### config.mk
export PLATFORM = sky130hd
export DESIGN_NAME = stick_deadzone_expo_mapper_unit
export DESIGN_NICKNAME = d
export VERILOG_FILES = /design/src/rtl/core/sdem_pkg.sv /design/src/rtl/core/sdem_divider.sv /design/src/rtl/core/sdem_ctrl.sv /design/src/rtl/core/sdem_datapath.sv /design/src/rtl/core/stick_deadzone_expo_mapper_unit.sv
export SDC_FILE = /design/constraint.sdc
export NUM_CORES = 2
export LEC_CHECK = 0
export BUFFER_PORTS_ARGS = -buffer_cell sky130_fd_sc_hd__buf_2
export CAP_MARGIN = 10
export CORE_MARGIN = 1
export CORE_UTILIZATION = 25
export DETAILED_ROUTE_END_ITERATION = 8
export GPL_TIMING_DRIVEN = 0
export PLACE_DENSITY = 0.44
export SLEW_MARGIN = 5
export SYNTH_ARGS = -nofsm -noshare
export SYNTH_HDL_FRONTEND = slang
export SYNTH_HIERARCHICAL = 1
export SYNTH_SLANG_ARGS = --single-unit
### constraint.sdc
create_clock -name clk -period 12.5 [get_ports clk]
set_input_delay 2.5 -clock clk [delete_from_list [all_inputs] [get_ports clk]]
set_output_delay 2.5 -clock clk [all_outputs]
set_load 0.1 [all_outputs]
### src/rtl/core/sdem_pkg.sv
package sdem_pkg;

  typedef struct packed {
    logic [7:0] left_x;
    logic [7:0] left_y;
    logic [7:0] right_x;
    logic [7:0] right_y;
  } sample_t;

  typedef struct packed {
    logic signed [14:0] steering;
    logic               throttle_active;
    logic [12:0]        throttle;
    logic               brake_active;
    logic [12:0]        brake;
    logic               camera_active;
    logic signed [15:0] camera;
  } result_t;

  typedef enum logic [2:0] {
    ST_IDLE, ST_LOAD, ST_MUL, ST_SUM, ST_DIV_START, ST_DIV_RUN, ST_DONE
  } state_t;

  typedef enum logic [2:0] {
    DZ_CAM_NEG, DZ_CAM_POS, DZ_RLEFT, DZ_UP, DZ_DOWN
  } dz_sel_t;

  localparam int DivW = 48;

  typedef struct packed {
    logic load;
    logic div_start;
    logic dz_step;
    logic finish;
  } cmd_t;

  typedef struct packed {
    logic div_busy;
    logic dz_done;
  } status_t;

  localparam logic [2:0] REG_EXPO   = 3'd0;
  localparam logic [2:0] REG_EDGE   = 3'd1;
  localparam logic [2:0] REG_CENTER = 3'd2;
  localparam logic [2:0] REG_OUTER  = 3'd3;
  localparam logic [2:0] REG_INNER  = 3'd4;
  localparam logic [2:0] REG_SWAP   = 3'd5;
  localparam logic [2:0] REG_CAM    = 3'd6;

  // divides by 30 and 31 done by reciprocal multiplication
  function automatic logic [12:0] throttle_curve(input logic [6:0] a);
    logic [13:0] y;
    logic [12:0] t;
    begin
      if (a >= 7'd95) begin
        y = 14'(a - 7'd95) * 14'd164;
        t = 13'd3932 + 13'(y >> 5);
        if (t > 13'd4096) t = 13'd4096;
      end else if (a >= 7'd64) begin
        y = 14'(a - 7'd64) * 14'd204;
        t = 13'd3727 + 13'((28'(y) * 28'd8739) >> 18);
      end else if (a >= 7'd32) begin
        y = 14'(a - 7'd32) * 14'd409;
        t = 13'd3317 + 13'((28'(y) * 28'd16913) >> 19);
      end else begin
        y = 14'(a) * 14'd409;
        t = 13'd2908 + 13'((28'(y) * 28'd16913) >> 19);
      end
      return t;
    end
  endfunction

  // b * 4096 / 127 = 32b + 32b / 127
  function automatic logic [12:0] brake_curve(input logic [6:0] b);
    logic [11:0] y;
    begin
      y = {b, 5'd0};
      return 13'(y) + 13'(((22'(y) + 22'd1) * 22'd129) >> 14);
    end
  endfunction

  // round(c * 24576 / 127) = 193c + (65c + 63) / 127
  function automatic logic [14:0] camera_curve(input logic [6:0] c);
    logic [13:0] y;
    begin
      y = 14'(c) * 14'd65 + 14'd64;
      return 15'(c) * 15'd193 + 15'((21'(y) * 21'd129) >> 14);
    end
  endfunction

endpackage

### src/rtl/core/sdem_divider.sv
module sdem_divider (
  input  logic                      clk,
  input  logic                      rst,
  input  logic                      start,
  input  logic [sdem_pkg::DivW-1:0] dividend,
  input  logic [sdem_pkg::DivW-1:0] divisor,
  output logic                      busy,
  output logic [sdem_pkg::DivW-1:0] quotient
);
  import sdem_pkg::*;

  localparam int CntW = $clog2(DivW + 1);

  logic [DivW-1:0] rem;
  logic [DivW-1:0] quo;
  logic [DivW-1:0] den;
  logic [CntW-1:0] cnt;
  logic [DivW:0]   trial;

  assign trial = {rem, quo[DivW-1]} - {1'b0, den};

  always_ff @(posedge clk) begin
    if (rst) begin
      busy <= 1'b0;
      cnt  <= '0;
    end else if (start) begin
      busy <= 1'b1;
      cnt  <= CntW'(DivW);
    end else if (busy) begin
      cnt <= cnt - 1'b1;
      if (cnt == CntW'(1)) busy <= 1'b0;
    end
  end

  always_ff @(posedge clk) begin
    if (start) begin
      rem <= '0;
      quo <= dividend;
      den <= divisor;
    end else if (busy) begin
      if (!trial[DivW]) begin
        rem <= trial[DivW-1:0];
        quo <= {quo[DivW-2:0], 1'b1};
      end else begin
        rem <= {rem[DivW-2:0], quo[DivW-1]};
        quo <= {quo[DivW-2:0], 1'b0};
      end
    end
  end

  assign quotient = quo;
endmodule

### src/rtl/core/sdem_ctrl.sv
module sdem_ctrl (
  input  logic              clk,
  input  logic              rst,
  input  logic              in_valid,
  output logic              in_stall,
  input  logic              out_valid,
  input  logic              out_stall,
  input  sdem_pkg::status_t status,
  output sdem_pkg::cmd_t    cmd
);
  import sdem_pkg::*;

  state_t state, state_next;

  always_ff @(posedge clk) begin
    if (rst) state <= ST_IDLE;
    else     state <= state_next;
  end

  always_comb begin
    state_next = state;
    cmd        = '0;
    in_stall   = 1'b1;
    unique case (state)
      ST_IDLE: begin
        in_stall = 1'b0;
        if (in_valid) begin
          cmd.load   = 1'b1;
          state_next = ST_LOAD;
        end
      end
      ST_LOAD: begin
        state_next = ST_MUL;
      end
      ST_MUL: begin
        state_next = ST_SUM;
      end
      ST_SUM: begin
        state_next = ST_DIV_START;
      end
      ST_DIV_START: begin
        cmd.div_start = 1'b1;
        state_next    = ST_DIV_RUN;
      end
      ST_DIV_RUN: begin
        cmd.dz_step = !status.dz_done;
        if (!status.div_busy && status.dz_done) state_next = ST_DONE;
      end
      ST_DONE: begin
        if (!out_valid || !out_stall) begin
          cmd.finish = 1'b1;
          state_next = ST_IDLE;
        end
      end
      default: state_next = ST_IDLE;
    endcase
  end
endmodule

### src/rtl/core/sdem_datapath.sv
module sdem_datapath #(
  parameter int STEER_FULL_SCALE = 8192
) (
  input  logic              clk,
  input  logic              rst,
  input  sdem_pkg::cmd_t    cmd,
  output sdem_pkg::status_t status,
  input  sdem_pkg::sample_t in_data,
  input  logic [6:0]        expo_percent,
  input  logic [6:0]        steer_edge,
  input  logic [6:0]        steer_center_zone,
  input  logic [6:0]        outer_zone,
  input  logic [6:0]        inner_zone,
  input  logic              swap_axes,
  input  logic              camera_enable,
  input  logic              out_stall,
  output logic              out_valid,
  output sdem_pkg::result_t out_data
);
  import sdem_pkg::*;

  sample_t         smp;
  logic            seen;
  logic [6:0]      dz_val [5];
  dz_sel_t         dz_idx;
  logic            dz_done;

  // deadzone: axes handled one at a time, each a small divide by range via restoring steps
  logic [7:0]      mag;
  logic [6:0]      range_w, v_w;
  logic [13:0]     prod;
  logic [6:0]      dz_res;
  logic [13:0]     r_acc;
  logic [6:0]      q_acc;
  logic [3:0]      bit_i;

  always_comb begin
    mag = '0;
    unique case (dz_idx)
      DZ_CAM_NEG: mag = (smp.left_y < 8'd128) ? 8'd128 - smp.left_y : 8'd0;
      DZ_CAM_POS: mag = (smp.left_y > 8'd128) ? smp.left_y - 8'd128 : 8'd0;
      DZ_RLEFT:   mag = (smp.right_x < 8'd128) ? 8'd128 - smp.right_x : 8'd0;
      DZ_UP:      mag = (smp.right_y < 8'd128) ? 8'd128 - smp.right_y : 8'd0;
      DZ_DOWN:    mag = (smp.right_y > 8'd128) ? smp.right_y - 8'd128 : 8'd0;
      default:    mag = '0;
    endcase
    range_w = outer_zone - inner_zone;
    v_w     = (mag - {1'b0, inner_zone} > {1'b0, range_w}) ? range_w
            : 7'(mag - {1'b0, inner_zone});
    prod    = 14'(v_w) * 14'd127;
  end

  logic dz_special, dz_zero, dz_full;
  assign dz_zero    = (mag == 8'd0) || (mag < {1'b0, inner_zone});
  assign dz_full    = outer_zone <= inner_zone;
  assign dz_special = dz_zero || dz_full;
  assign dz_res     = dz_zero ? 7'd0 : 7'd127;

  logic [14:0] r_try;
  assign r_try = {r_acc, prod[4'(13) - bit_i]} - {8'd0, range_w};

  always_ff @(posedge clk) begin
    if (rst) begin
      dz_idx  <= DZ_CAM_NEG;
      dz_done <= 1'b0;
      bit_i   <= '0;
      seen    <= 1'b0;
    end else if (cmd.load) begin
      dz_idx  <= DZ_CAM_NEG;
      dz_done <= 1'b0;
      bit_i   <= '0;
      r_acc   <= '0;
      q_acc   <= '0;
      if (in_data.right_x != 8'd0 || in_data.right_y != 8'd0) seen <= 1'b1;
    end else if (cmd.dz_step) begin
      if (dz_special) begin
        dz_val[dz_idx] <= dz_res;
        bit_i <= '0;
        r_acc <= '0;
        if (dz_idx == DZ_DOWN) dz_done <= 1'b1;
        else dz_idx <= dz_sel_t'(dz_idx + 3'd1);
      end else begin
        if (!r_try[14]) begin
          r_acc <= r_try[13:0];
          q_acc <= {q_acc[5:0], 1'b1};
        end else begin
          r_acc <= {r_acc[12:0], prod[4'(13) - bit_i]};
          q_acc <= {q_acc[5:0], 1'b0};
        end
        if (bit_i == 4'd13) begin
          dz_val[dz_idx] <= r_try[14] ? {q_acc[5:0], 1'b0} : {q_acc[5:0], 1'b1};
          bit_i <= '0;
          r_acc <= '0;
          if (dz_idx == DZ_DOWN) dz_done <= 1'b1;
          else dz_idx <= dz_sel_t'(dz_idx + 3'd1);
        end else begin
          bit_i <= bit_i + 4'd1;
        end
      end
    end
  end

  always_ff @(posedge clk) begin
    if (cmd.load) smp <= in_data;
  end

  // steering: products formed in pipelined registers (rr to hr, then pa/pb/dp, then num/den), then divided
  logic [7:0]       d_raw;
  logic             neg;
  logic [6:0]       d_cl, n_w, r_w, e_w;
  logic [DivW-1:0]  num, den, dividend, divisor, quotient;
  logic [13:0]      rr, nn, an, bn, hr;
  logic [27:0]      pa, pb, dp;
  logic             div_busy;
  logic             s_zero, s_full;
  logic [DivW-1:0]  fs_w;

  assign fs_w  = DivW'(STEER_FULL_SCALE);
  assign d_raw = (smp.left_x < 8'd128) ? 8'd128 - smp.left_x : smp.left_x - 8'd128;
  assign neg   = smp.left_x > 8'd128;
  assign d_cl  = (d_raw > {1'b0, steer_edge}) ? steer_edge : d_raw[6:0];
  assign n_w   = d_cl - steer_center_zone;
  assign r_w   = steer_edge - steer_center_zone;
  assign e_w   = (expo_percent > 7'd100) ? 7'd100 : expo_percent;

  always_ff @(posedge clk) begin
    rr     <= 14'(r_w) * 14'(r_w);
    nn     <= 14'(n_w) * 14'(n_w);
    an     <= 14'(7'd100 - e_w) * 14'(n_w);
    bn     <= 14'(e_w) * 14'(n_w);
    hr     <= 14'd100 * 14'(r_w);
    pa     <= 28'(an) * 28'(rr);
    pb     <= 28'(bn) * 28'(nn);
    dp     <= 28'(hr) * 28'(rr);
    num    <= DivW'(pa) + DivW'(pb);
    den    <= DivW'(dp);
    s_zero <= (d_raw == 8'd0) || (d_raw <= {1'b0, steer_center_zone});
    s_full <= steer_edge <= steer_center_zone;
  end

  assign dividend = 2 * fs_w * num + den;
  assign divisor  = 2 * den;

  sdem_divider u_div (
    .clk      (clk),
    .rst      (rst),
    .start    (cmd.div_start),
    .dividend (dividend),
    .divisor  (divisor),
    .busy     (div_busy),
    .quotient (quotient)
  );

  assign status.div_busy = div_busy;
  assign status.dz_done  = dz_done;

  logic [DivW-1:0]     s_mag;
  logic signed [14:0]  steer;
  logic [6:0]          accel, brk;
  logic [14:0]         cam_m;
  result_t             res;

  always_comb begin
    if (s_zero)      s_mag = '0;
    else if (s_full) s_mag = fs_w;
    else             s_mag = (quotient > fs_w) ? fs_w : quotient;
    steer = neg ? -15'(s_mag) : 15'(s_mag);
    accel = seen ? (swap_axes ? dz_val[DZ_RLEFT] : dz_val[DZ_UP]) : 7'd0;
    brk   = seen ? dz_val[DZ_DOWN] : 7'd0;
    res.steering        = steer;
    res.throttle_active = accel != 7'd0;
    res.throttle        = (accel != 7'd0) ? throttle_curve(accel) : 13'd0;
    res.brake_active    = brk != 7'd0;
    res.brake           = (brk != 7'd0) ? brake_curve(brk) : 13'd0;
    res.camera_active   = 1'b0;
    res.camera          = '0;
    if (camera_enable) begin
      if (dz_val[DZ_CAM_POS] != 7'd0) begin
        cam_m = camera_curve(dz_val[DZ_CAM_POS]);
        res.camera_active = 1'b1;
        res.camera        = 16'(cam_m);
      end else if (dz_val[DZ_CAM_NEG] != 7'd0) begin
        cam_m = camera_curve(dz_val[DZ_CAM_NEG]);
        res.camera_active = 1'b1;
        res.camera        = -16'(cam_m);
      end else begin
        cam_m = '0;
      end
    end else begin
      cam_m = '0;
    end
  end

  always_ff @(posedge clk) begin
    if (rst) begin
      out_valid <= 1'b0;
    end else if (cmd.finish) begin
      out_valid <= 1'b1;
      out_data  <= res;
    end else if (!out_stall) begin
      out_valid <= 1'b0;
    end
  end
endmodule

### src/rtl/core/stick_deadzone_expo_mapper_unit.sv
// stick deadzone and expo mapper
// in channel: in_valid / in_stall carry one sample_t (four stick bytes,
//   centre 128); a transfer happens when in_valid is high and in_stall low
// out channel: out_valid / out_stall carry one result_t per sample
// path from input transfer to out_valid: the steering products are formed,
//   the divider is started, then five pedal/camera deadzone divides run one
//   bit a cycle (a single step for an axis that reads zero or full) beside
//   the 48-step steering divider; the slower of the two decides when the result is ready
// the block works on one sample at a time
// the block takes the next sample only after the result is loaded into the
//   output register; while out_stall is high the result holds, and a sample
//   taken meanwhile waits in the done state until out_stall is low
// configuration: apb writes at byte address 4*i, reads return the value
// reset restores register defaults and clears the right-stick-seen flag;
//   throttle and brake stay zero until a sample has a non-zero right stick
module stick_deadzone_expo_mapper_unit #(
  parameter int STEER_FULL_SCALE = 8192
) (
  input  logic              clk,
  input  logic              rst,
  input  logic              in_valid,
  output logic              in_stall,
  input  sdem_pkg::sample_t in_data,
  output logic              out_valid,
  input  logic              out_stall,
  output sdem_pkg::result_t out_data,
  input  logic              psel,
  input  logic              penable,
  input  logic              pwrite,
  input  logic [4:0]        paddr,
  input  logic [31:0]       pwdata,
  output logic [31:0]       prdata,
  output logic              pready
);
  import sdem_pkg::*;

  logic [6:0] expo_percent, steer_edge, steer_center_zone, outer_zone, inner_zone;
  logic       swap_axes, camera_enable;
  logic       wr;
  logic [2:0] ridx;
  cmd_t       cmd;
  status_t    status;

  assign pready = 1'b1;
  assign wr     = psel && penable && pwrite;
  assign ridx   = paddr[4:2];

  always_ff @(posedge clk) begin
    if (rst) begin
      expo_percent      <= 7'd95;
      steer_edge        <= 7'd127;
      steer_center_zone <= 7'd6;
      outer_zone        <= 7'd114;
      inner_zone        <= 7'd10;
      swap_axes         <= 1'b0;
      camera_enable     <= 1'b0;
    end else if (wr) begin
      unique case (ridx)
        REG_EXPO:   expo_percent      <= pwdata[6:0];
        REG_EDGE:   steer_edge        <= pwdata[6:0];
        REG_CENTER: steer_center_zone <= pwdata[6:0];
        REG_OUTER:  outer_zone        <= pwdata[6:0];
        REG_INNER:  inner_zone        <= pwdata[6:0];
        REG_SWAP:   swap_axes         <= pwdata[0];
        REG_CAM:    camera_enable     <= pwdata[0];
        default: ;
      endcase
    end
  end

  always_comb begin
    prdata = '0;
    unique case (ridx)
      REG_EXPO:   prdata = 32'(expo_percent);
      REG_EDGE:   prdata = 32'(steer_edge);
      REG_CENTER: prdata = 32'(steer_center_zone);
      REG_OUTER:  prdata = 32'(outer_zone);
      REG_INNER:  prdata = 32'(inner_zone);
      REG_SWAP:   prdata = 32'(swap_axes);
      REG_CAM:    prdata = 32'(camera_enable);
      default:    prdata = '0;
    endcase
  end

  sdem_ctrl u_ctrl (
    .clk       (clk),
    .rst       (rst),
    .in_valid  (in_valid),
    .in_stall  (in_stall),
    .out_valid (out_valid),
    .out_stall (out_stall),
    .status    (status),
    .cmd       (cmd)
  );

  sdem_datapath #(.STEER_FULL_SCALE(STEER_FULL_SCALE)) u_dp (
    .clk               (clk),
    .rst               (rst),
    .cmd               (cmd),
    .status            (status),
    .in_data           (in_data),
    .expo_percent      (expo_percent),
    .steer_edge        (steer_edge),
    .steer_center_zone (steer_center_zone),
    .outer_zone        (outer_zone),
    .inner_zone        (inner_zone),
    .swap_axes         (swap_axes),
    .camera_enable     (camera_enable),
    .out_stall         (out_stall),
    .out_valid         (out_valid),
    .out_data          (out_data)
  );

`ifndef SYNTHESIS
  a_no_accept_while_busy: assert property (@(posedge clk) disable iff (rst)
    (in_valid && !in_stall) |=> in_stall) else $error("accepted while busy");
  a_out_after_finish: assert property (@(posedge clk) disable iff (rst)
    cmd.finish |=> out_valid) else $error("result not shown");
  a_brake_zero: assert property (@(posedge clk) disable iff (rst)
    (out_valid && !out_data.brake_active) |-> out_data.brake == 13'd0)
    else $error("brake without active");
`endif
endmodule
==> summary.txt <==
Outcome
  – Status: completed

Clock tree
  – Clock tree from TritonCTS: yes
  – Count of hold buffers inserted by post-cts repair: 0
  – Number of CTS-inserted buffers: 71
  – Register clock-pin slew on the reported worst setup and hold paths: 60 ps
  – Count of clock tree sinks: approximately 550
  – CTS Root Buffer Type: sky130_fd_sc_hd__clkbuf_16
  – Max H-tree Level: 3
  – Insertion delay to the later sink of the worst-skew pair: 700 ps
  – Number of buffers on the longest clock path: 3

STA
  – Minimum clock period: 11770 ps
  – Unrepaired setup endpoints after global routing: false
  – Fin crit share: 0.9416
  – Final worst hold slack: 324.5 ps
  – Relative slew slack: 0.1823
  – Final Hold Vio Count: 0
  – Worst setup skew after layout: 39.95 ps
  – Max Fclk: around 0.085 GHz
  – Slew @ Worst Pin: about 1200 ps
  – Final setup violating endpoints: 0
  – Final Slew Violations: 0

Critical path
  – Kind of capture point of the worst setup path: flip-flop
  – Class of the most critical setup path: flip-flop to flip-flop
  – Max Fanout on Critical Path: 10
  – Worst-path cell with the longest stage delay: sky130_fd_sc_hd__fa_1
  – Worst endpoint data arrival time: about 12000 ps
  – Critical path required time: 12920 ps
  – Highest cell delay on the worst timing path: approximately 570 ps
  – Type of origin of the critical path: flip-flop

Routing
  – Routed vias/inst: 4.444
  – Post-route ant nets: 0
  – Routed wire length: 170.8 mm
  – DR WL/cell: 16.44 microns
  – Residual DRC: 0
  – Number of iterations in the first detailed-routing pass: 6
  – Count of vias placed by the detailed router: 46190
  – Iter 0 DRT Violations: 2173

Synthesis
  – Synth warnings: 6
  – Top flip-flop cell by instance count after synthesis: sky130_fd_sc_hd__dfxtp_1
  – Share of async-settable or async-resettable flops after synthesis: 0
  – Count of different cell masters after synthesis: about 110
  – Cell type with the largest total area after synthesis: sky130_fd_sc_hd__ha_1
  – Fraction of post-synthesis cell area in the top cell type by area: 0.2083
  – Mapped cell area: 0.06302 sq mm
  – Cell types with the largest area share after synthesis: sky130_fd_sc_hd__ha_1, sky130_fd_sc_hd__fa_1, sky130_fd_sc_hd__edfxtp_1, sky130_fd_sc_hd__dfxtp_1, sky130_fd_sc_hd__inv_1
  – EDFF count, synth: roughly 240
  – Mean cell area of the mapped netlist: roughly 9.4 sq um
  – Share of synthesized area occupied by flip-flops and latches: 0.2136
  – Number of synthesized register bits: 551
  – Syn Inst Count: 6692

Global route
  – GRT Resource Usage Total: 0.1340
  – Aggregate global routing overflow: 0
  – Pin count of the biggest net entering global routing: 35
  – Number of antenna violations at the first check in global routing: 10
  – Wire length of the first global-routing pass: roughly 270 mm
  – Vias in the first global route: 47580

Floorplanning
  – Core region area: 0.2496 sq mm
  – Initial Utilization: 0.2525
  – I/O pin count: 171
  – Horizontal extent of the die: 504.1 microns
  – Floorplan die area: 0.2541 sq mm
  – Height of the die: between 500 and 600 microns
  – Number of core rows: 183

Placed design
  – Detailed Place HPWL: 142.0 mm
  – Quantity of I/O buffers inserted on ports: 117
  – Routability cong.: 0.8591
  – Total cell area at the placement stage: 0.06835 sq mm

Cells and area
  – Nets@finish: 8682
  – Filler cell count: 26570
  – Final Cell Area: 0.07101 sq mm
  – Most used cells in the layout excluding fill and tap cells: sky130_fd_sc_hd__ha_1, sky130_fd_sc_hd__inv_1, sky130_fd_sc_hd__nand2_1
  – Layout cells sized above 1: 0.06740
  – Area Growth Syn to Fin: 12.68%
  – Leading cell type in the layout, fill and taps excluded: sky130_fd_sc_hd__ha_1

Hold path
  – Hold Crit Class: flip-flop to flip-flop

Job
  – Max capacitance violation total: 0
[sequential cells by signal, summed over array words and instances, names as in the netlist, 11 cells and up]
register,cells
u_dp/out_data,60
u_dp/u_div/den,48
u_dp/u_div/quotient,48
u_dp/u_div/rem,48
u_dp/dz_val,35
u_dp/smp,32
u_dp/num,29
u_dp/pa,28
u_dp/pb,28
u_dp/den,26
u_dp/dp,26
u_dp/bn,14
u_dp/r_acc,14
u_dp/an,13
u_dp/nn,13
u_dp/rr,13
u_dp/hr,11
[Yosys cell counts, drive strengths merged (87+ instances only)]
| library cell | n |
|---|---|
| ha | 1049 |
| inv | 985 |
| nand2 | 591 |
| fa | 567 |
| nor2 | 364 |
| dfxtp | 308 |
| a21oi | 306 |
| xnor2 | 296 |
| edfxtp | 243 |
| and2 | 236 |
| o21ai | 191 |
| clkbuf | 160 |
| xor2 | 133 |
| a21o | 106 |
| nand3 | 100 |
| mux2i | 87 |
[final cells by class]
| class | count | area (sq um) | share of cell area |
|---|---|---|---|
| Sequential cell | 551 | 13460 | 0.1896 |
| Timing Repair Buffer | 144 | 878.3 | 0.01237 |
| Inverter | 989 | 3720 | 0.05239 |
| Tap cell | 3330 | 4167 | 0.05868 |
| Buffer | 219 | 1050 | 0.01478 |
| Clock inverter | 42 | 485.5 | 0.006837 |
| Clock buffer | 89 | 1904 | 0.02682 |
| Multi-Input combinational cell | 5014 | 45300 | 0.6380 |
| Antenna cell | 16 | 40.04 | 0.0005639 |
[path summary, 6_finish.rpt]
path,startpoint,endpoint,slack [ps],depth (start not counted)
worst min register to register,u_dp/dp[4],u_dp/den[4],320,0
worst min-delay path,u_dp/dp[4],u_dp/den[4],320,0
worst max register to register,u_dp/smp[0],u_dp/r_acc[12],730,51
worst max-delay path,u_dp/smp[0],u_dp/r_acc[12],730,51
[worst max-delay path, delay by kind of cell (launching register included)]
family / cells / cell delay (ps)
simple gates: 12 / 2260
buf+inv: 5 / 610
compound gates: 19 / 3370
xor+xnor: 4 / 670
fa+ha+maj: 10 / 3710
mux: 1 / 480
flops: 1 / 420
[kinds of logic after synthesis]
kind of cell | share of synthesized area
flip-flops | 0.2136
other | 0.0002382
buffers and inverters | 0.07545
AND/OR/NAND/NOR | 0.1329
adder cells (fa/ha/maj) | 0.3884
multiplexers | 0.02490
AO/OA/AOI/OAI | 0.1041
XOR/XNOR | 0.06042
[through the flow]
| stage | setup TNS (ps) | instances | setup WS, ps | util |
|---|---|---|---|---|
| detailed placement | -711.5 | 10240 | -102.6 | 0.2739 |
| global placement | -895.2 | 10220 | -124.5 | 0.2728 |
| global route | 0 | 10390 | 19.55 | 0.2845 |
| finish | 0 | 10390 | 730.2 | 0.2845 |
| CTS | 0 | 10370 | 23.76 | 0.2835 |
| floorplan | 0 | 6773 | 1591 | - |
[routing by layer]
metal | up-vias | wire length (microns) | GRT usage
met2 | 639 | 80650 | 0.2267
met3 | 164 | 6269 | 0.01788
li1 | 22880 | - | -
met5 | - | 22 | 0
met1 | 22500 | 79700 | 0.1774
met4 | 4 | 4211 | 0.03681
[timing repair]
action | CTS | global route
pin swaps | 0 | 3
setup buffers | 0 | 9
cloned | 0 | 1
endpoints found under the hold margin | 0 | 0
resized for setup | 5 | 33
setup endpoints to repair | 13 | 25
Power is left out: the tool's default activity adds up to more than one toggle a clock period on the data nets, which glitch-free logic cannot reach.
